<file path="src/sv/flsa_pkg.sv">
// Shared types, constants and codes for the free list slot allocator.
package flsa_pkg;

	// Pool size and derived widths
	localparam int SLOTS  = 16;
	localparam int SLOT_W = 5;
	localparam int LINK_W = $clog2(SLOTS + 2);
	localparam int ADDR_W = (SLOTS > 1) ? $clog2(SLOTS) : 1;

	// Request action codes
	localparam logic ACT_ALLOC = 1'b0;
	localparam logic ACT_FREE  = 1'b1;

	// Response status codes
	localparam logic [1:0] ST_OK           = 2'd0;
	localparam logic [1:0] ST_EMPTY        = 2'd1;
	localparam logic [1:0] ST_ALREADY_FREE = 2'd2;
	localparam logic [1:0] ST_INVALID      = 2'd3;

	typedef struct packed {
		logic              action;
		logic [SLOT_W-1:0] slot;
	} req_t;

	typedef struct packed {
		logic [SLOT_W-1:0] granted_slot;
		logic [1:0]        status;
	} rsp_t;

	// Controller to datapath commands
	typedef struct packed {
		logic load;
		logic commit;
	} flsa_cmd_t;

	// Datapath to controller status
	typedef struct packed {
		logic out_busy;
	} flsa_sts_t;

endpackage

</file>
<file path="src/sv/flsa_ctrl.sv">
// Controller state machine: sequences load and commit of one request word.
module flsa_ctrl import flsa_pkg::*; (
	input  logic      clk,
	input  logic      arst_n,
	input  logic      req_valid,
	output logic      req_stall,
	input  flsa_sts_t sts,
	output flsa_cmd_t cmd
);

	localparam logic S_IDLE = 1'b0;
	localparam logic S_EXEC = 1'b1;

	logic state_q;
	logic state_nxt;

	// Next state and commands
	always_comb begin
		state_nxt  = state_q;
		cmd.load   = 1'b0;
		cmd.commit = 1'b0;
		unique case (state_q)
			S_IDLE: begin
				if (req_valid) begin
					cmd.load  = 1'b1;
					state_nxt = S_EXEC;
				end
			end
			S_EXEC: begin
				// wait until the response register can take the result
				if (!sts.out_busy) begin
					cmd.commit = 1'b1;
					state_nxt  = S_IDLE;
				end
			end
			default: state_nxt = S_IDLE;
		endcase
	end

	assign req_stall = (state_q != S_IDLE);

	always_ff @(posedge clk or negedge arst_n) begin
		if (!arst_n) begin
			state_q <= S_IDLE;
		end else begin
			state_q <= state_nxt;
		end
	end

endmodule

</file>
<file path="src/sv/flsa_dp.sv">
// Datapath: head register, link memory with valid bits, and response register.
module flsa_dp import flsa_pkg::*; (
	input  logic      clk,
	input  logic      arst_n,
	input  req_t      req,
	input  flsa_cmd_t cmd,
	output flsa_sts_t sts,
	output logic      rsp_valid,
	input  logic      rsp_stall,
	output rsp_t      rsp
);

	logic [LINK_W-1:0] link_mem [SLOTS];
	logic [SLOTS-1:0]  link_vld_q;
	logic [LINK_W-1:0] head_q;
	logic              rsp_valid_q;
	rsp_t              rsp_q;

	logic              action_q;
	logic [SLOT_W-1:0] slot_q;
	logic [LINK_W-1:0] rd_head_q;
	logic [LINK_W-1:0] rd_slot_q;
	logic              rd_head_vld_q;
	logic              rd_slot_vld_q;

	logic [LINK_W-1:0] head_dec;
	logic [SLOT_W-1:0] req_slot_dec;
	logic [SLOT_W-1:0] slot_dec;
	logic [ADDR_W-1:0] head_addr;
	logic [ADDR_W-1:0] req_slot_addr;
	logic [ADDR_W-1:0] slot_addr;

	logic [LINK_W-1:0] link_head;
	logic [LINK_W-1:0] link_slot;
	logic              head_ok;
	logic              slot_ok;

	logic              wr_en;
	logic [ADDR_W-1:0] wr_addr;
	logic [LINK_W-1:0] wr_data;
	logic              head_wr;
	logic [LINK_W-1:0] head_nxt;
	rsp_t              rsp_nxt;

	// Slot n lives at address n-1
	assign head_dec      = head_q - LINK_W'(1);
	assign req_slot_dec  = req.slot - SLOT_W'(1);
	assign slot_dec      = slot_q - SLOT_W'(1);
	assign head_addr     = head_dec[ADDR_W-1:0];
	assign req_slot_addr = req_slot_dec[ADDR_W-1:0];
	assign slot_addr     = slot_dec[ADDR_W-1:0];

	// An unwritten entry reads as its reset link: slot n points at n+1
	assign link_head = rd_head_vld_q ? rd_head_q : head_q + LINK_W'(1);
	assign link_slot = rd_slot_vld_q ? rd_slot_q : LINK_W'(slot_q) + LINK_W'(1);

	assign head_ok = (head_q != '0) && (head_q <= LINK_W'(SLOTS));
	assign slot_ok = (slot_q != '0) && (slot_q <= SLOT_W'(SLOTS));

	// Allocate pops the head, free pushes the slot in front of it
	always_comb begin
		wr_en    = 1'b0;
		wr_addr  = head_addr;
		wr_data  = '0;
		head_wr  = 1'b0;
		head_nxt = head_q;
		rsp_nxt.granted_slot = '0;
		rsp_nxt.status       = ST_OK;
		unique case (action_q)
			ACT_ALLOC: begin
				if (!head_ok) begin
					rsp_nxt.status = ST_EMPTY;
				end else begin
					rsp_nxt.granted_slot = SLOT_W'(head_q);
					wr_en    = 1'b1;
					wr_addr  = head_addr;
					wr_data  = '0;
					head_wr  = 1'b1;
					head_nxt = link_head;
				end
			end
			ACT_FREE: begin
				priority if (!slot_ok) begin
					rsp_nxt.status = ST_INVALID;
				end else if (link_slot != '0) begin
					rsp_nxt.status = ST_ALREADY_FREE;
				end else begin
					wr_en    = 1'b1;
					wr_addr  = slot_addr;
					wr_data  = head_q;
					head_wr  = 1'b1;
					head_nxt = LINK_W'(slot_q);
				end
			end
			default: rsp_nxt.status = ST_OK;
		endcase
	end

	// Captured request and link memory ports
	always_ff @(posedge clk) begin
		if (cmd.load) begin
			action_q      <= req.action;
			slot_q        <= req.slot;
			rd_head_q     <= link_mem[head_addr];
			rd_slot_q     <= link_mem[req_slot_addr];
			rd_head_vld_q <= link_vld_q[head_addr];
			rd_slot_vld_q <= link_vld_q[req_slot_addr];
		end
		if (cmd.commit && wr_en) begin
			link_mem[wr_addr] <= wr_data;
		end
		if (cmd.commit) begin
			rsp_q <= rsp_nxt;
		end
	end

	// Control state: head, entry valid bits, response valid
	always_ff @(posedge clk or negedge arst_n) begin
		if (!arst_n) begin
			head_q      <= LINK_W'(1);
			link_vld_q  <= '0;
			rsp_valid_q <= 1'b0;
		end else begin
			if (cmd.commit && head_wr) begin
				head_q <= head_nxt;
			end
			if (cmd.commit && wr_en) begin
				link_vld_q[wr_addr] <= 1'b1;
			end
			rsp_valid_q <= cmd.commit || (rsp_valid_q && rsp_stall);
		end
	end

	assign sts.out_busy = rsp_valid_q && rsp_stall;
	assign rsp_valid    = rsp_valid_q;
	assign rsp          = rsp_q;

endmodule

</file>
<file path="src/sv/free_list_slot_allocator.sv">
// Order: a request word is captured when accepted, then committed once the response
// register is free; the response word is registered at the commit. A new request
// word is stalled until the previous one commits; a held response stalls the commit.
// Reset: asynchronous, active low; head returns to slot 1 and all link valid
// bits clear, so every slot reads as free and chained in order at once.
module free_list_slot_allocator import flsa_pkg::*; (
	input  logic clk,
	input  logic arst_n,
	input  logic req_valid,
	output logic req_stall,
	input  req_t req,
	output logic rsp_valid,
	input  logic rsp_stall,
	output rsp_t rsp
);

	flsa_cmd_t cmd;
	flsa_sts_t sts;

	flsa_ctrl u_ctrl (
		.clk       (clk),
		.arst_n    (arst_n),
		.req_valid (req_valid),
		.req_stall (req_stall),
		.sts       (sts),
		.cmd       (cmd)
	);

	flsa_dp u_dp (
		.clk       (clk),
		.arst_n    (arst_n),
		.req       (req),
		.cmd       (cmd),
		.sts       (sts),
		.rsp_valid (rsp_valid),
		.rsp_stall (rsp_stall),
		.rsp       (rsp)
	);

endmodule
</file>
<file path="config.mk">
export PLATFORM = sky130hd
export DESIGN_NAME = free_list_slot_allocator
export DESIGN_NICKNAME = d
export VERILOG_FILES = /design/src/sv/flsa_pkg.sv /design/src/sv/flsa_ctrl.sv /design/src/sv/flsa_dp.sv /design/src/sv/free_list_slot_allocator.sv
export SDC_FILE = /design/constraint.sdc
export NUM_CORES = 1
export LEC_CHECK = 0
export BUFFER_PORTS_ARGS = -buffer_cell sky130_fd_sc_hd__buf_2
export CORE_MARGIN = 2
export CORE_UTILIZATION = 55
export DETAILED_ROUTE_END_ITERATION = 16
export GPL_ROUTABILITY_DRIVEN = 0
export PLACE_DENSITY_LB_ADDON = 0.2
export SLEW_MARGIN = 25
export SYNTH_ARGS = -nofsm -noshare
export SYNTH_HDL_FRONTEND = slang
export SYNTH_SLANG_ARGS = --single-unit
</file>
<file path="constraint.sdc">
create_clock -name clk -period 3.7 [get_ports clk]
set_clock_uncertainty 0.05 [all_clocks]
set_input_delay 0.74 -clock clk [delete_from_list [all_inputs] [get_ports clk]]
set_output_delay 0.74 -clock clk [all_outputs]
set_load 0.02 [all_outputs]
</file>
==> metrics.md <==
| Metric | Value |
|---|---|
| Setup TNS | `0 ns` |
| Synth unique cells | `47` |
| Cells on worst reg2reg path | `8` |
| Root Buffer | `clkbuf_16` |
| Detail Placement HPWL | `roughly 10000 um` |
| I/O pins | `19` |
| Critical path startpoint category | `flop` |
| Register area share after synthesis | `a little under 60%` |
| Critical path type | `flop to flop` |
| Final non-filler cell total | `between 500 and 600` |
| Met3 Resource Use GR | `roughly 5.7%` |
| TritonCTS buffer count | `17` |
| Worst-path clk slew | `0.06 ns` |
| Flop and latch count out of synthesis | `approximately 130` |
| Port-buffer cells | `18` |
| Synth top area share | `between 40% and 50%` |
| R2R Path End | `u_dp.link_mem[14][0]` |
| Initial antenna violation count | `0` |
| Critical path arrival | `between 3 and 4 ns` |
| Max IR drop VDD | `around 650 uV` |
| Router iterations before antenna repair | `5` |
| Die Width | `approximately 110 um` |
| Largest cells by area after synthesis | `edfxtp_1, mux4_2, dfrtp_1` |
| DRT Wirelength | `about 15,000 um` |
| Final instance area | `~7300 um2` |
| Htree depth | `4` |
| Die H | `112 um` |
| Async SR Flop Fraction | `between 15 and 20%` |
| Leak | `around 2.6 nW` |
| Layout area overhead | `14.5%` |
| Count leader, synth | `edfxtp_1` |
| Share of cells above drive strength 1 | `about 32%` |
| Gate Count Post-Synth | `approximately 380` |
| R2R Setup Slk | `between 0.3 and 0.4 ns` |
| Vias | `between 3,000 and 4,000` |
| Crit Reg-Reg Startpoint | `u_dp.slot_q[0]` |
| Required @ worst endpoint | `between 3 and 4 ns` |
| Starting density of the core | `a little under three fifths` |
| Die ar. | `around 12,000 um2` |
| Critical Path Start | `u_dp.slot_q[0]` |
| Fin Hold WS | `between 0.2 and 0.25 ns` |
| Fmax achieved | `301 MHz` |
| Drt drc | `0` |
| CTS resizes | `0` |
| Clock latency on the worst-skew pair | `roughly 0.42 ns` |
| GRT Residual Overflow | `0` |
| Number of flops mapped to enable cells by yosys | `105` |
| Average size of a mapped cell | `16.6 um2` |
| Cell Area, Placed | `6650 um2` |
| Setup Buffers After CTS | `0` |
| Crit path capture type | `flop` |
| YS warnings | `0` |
| Hold WC Path Type | `primary input to asynchronous set/reset pin` |
| Slew Limit Fails | `0` |
| Status | `complete, no violations` |
| CTS tree | `built` |
| Global route hottest layer | `met2` |
| Top cells by count, synth | `edfxtp_1, mux4_2, nor2_1, dfrtp_1, o21bai_1` |
| Largest area contributor in the netlist | `edfxtp_1` |
| CTS max path bufs | `2` |
| GRT Util Overall | `25.4%` |
| Met2 Use GR | `40.4%` |
| Iter 0 DRT Violations | `approximately 450` |
| Cell Rows | `39` |
| Slew HR | `between 30 and 40%` |
| RSZ-0062 raised after global routing | `false` |
| CP endpoint | `u_dp.link_mem[14][0]` |
| Global-route wire length before repair | `~23,000 um` |
| Mean number of vias per cell | `around 6.5` |
| Syn Nets | `~400` |
| Final min period | `3.32 ns` |
| Period utilisation layout | `roughly nine tenths` |
| Placed Cells | `roughly 540` |
| Antenna diodes | `0` |
| Clock Sinks | `128` |
| Crit path max fanout | `16` |
| Core region area | `roughly 11,000 um2` |
| GR Layer Usage met1 | `34.9%` |
| Largest net degree at the start of global routing | `38` |
| Fin nets | `~430` |
| Top FF cell, synth | `edfxtp_1` |
| Post-CTS Hold Fix Bufs | `0` |
| Netlist Area Pre-Place | `6360 um2` |
| Worst Tran Pin Value | `around 1 ns` |
| Vias in the first global route | `between 3,000 and 4,000` |
| Final setup viols | `0` |
| Hold Violations, Final | `0` |
| Max-cap viol count | `0` |
| Post-DR wirelength/cell | `between 20 and 30 um` |
| Final ANT Viol Nets | `0` |
| Power density over cell area | `around 800 nW/um2` |
==> cell usage in the layout (no fill, tap or decap), types with 5 or more instances in the layout <==
master and instances:
nor2_1 26, xnor2_1 8, ha_1 5, mux4_2 60, inv_1 9, o21bai_1 18, nand2_1 8, a21oi_1 6
clkbuf_16 17, o21ai_0 7, nand3b_1 5, nor2b_1 8, buf_2 18, buf_4 20, dfrtp_1 22, mux2_2 6
bufinv_16 5, nor3_1 6, edfxtp_1 105, mux2i_1 10, and2_1 9
==> critical path, cell delays in order (launching register included) <==
cell	delay (ns)
edfxtp_1	0.50
inv_1	0.16
ha_1	0.34
nor3b_2	0.31
mux2i_1	0.14
a21boi_4	0.17
buf_4	0.21
a21boi_2	0.79
nor2_1	0.31
==> cell families after synthesis <==
| family | count (synthesis) | share of synthesized area [%] |
|---|---|---|
| buffers and inverters | 36 | 2.62 |
| and+or+nand+nor | 77 | 6.41 |
| muxes | 76 | 23.9 |
| AOI/OAI and AO/OA | 51 | 6.12 |
| DFF | 128 | 58.6 |
| adders and majority gates | 5 | 0.983 |
| xor gates and xnor gates | 10 | 1.38 |
==> metal layers <==
layer,wire (um),vias up
met4,340,0
met1,6020,1924
met5,0,-
met2,7240,170
li1,-,1598
met3,1050,25
==> metrics by stage <==
step                      setup WS (ns)  utilization [%]  power [mW]
after floorplan                   0.435                -        3.44
after global placement            0.560             58.5        3.97
after detailed placement          0.430             58.5        3.99
after CTS                         0.410             64.0        5.77
after global routing              0.148             64.1        6.01
final                             0.376             64.1        5.77
==> final cells by class <==
cell class	instances	area (um2)
clock buffers	20	437
clock inverters	12	190
fillers	777	4090
inverters	9	33.8
multi-input cells	219	2470
flip-flops and latches	128	3730
well taps	143	179
repair buffers	38	240
==> report_power, final <==
group | internal (mW) | switching (mW)
clock network | 1.19 | 0.594
logic | 0.917 | 0.999
registers | 1.85 | 0.220
total | 3.95 | 1.81
==> registers in the layout, indices dropped and copies added (netlist names), 5 cells and up <==
signal,count
u_dp.link_vld_q,16
u_dp.rsp,7
u_dp.link_mem,80
u_dp.head_q,5
u_dp.rd_slot_q,5
u_dp.slot_q,5
u_dp.rd_head_q,5
==> how the worst min path moves through the flow <==
stage,cells past startpoint,end
5_1_grt,1,u_dp.link_vld_q[6]
2_1_floorplan,0,u_ctrl.req_stall
3_5_place_dp,1,u_dp.link_vld_q[9]
6_report,1,u_dp.link_vld_q[6]
3_3_place_gp,1,u_dp.link_vld_q[7]
4_1_cts,1,u_dp.link_vld_q[6]
(Power assumes the default switching activity.)
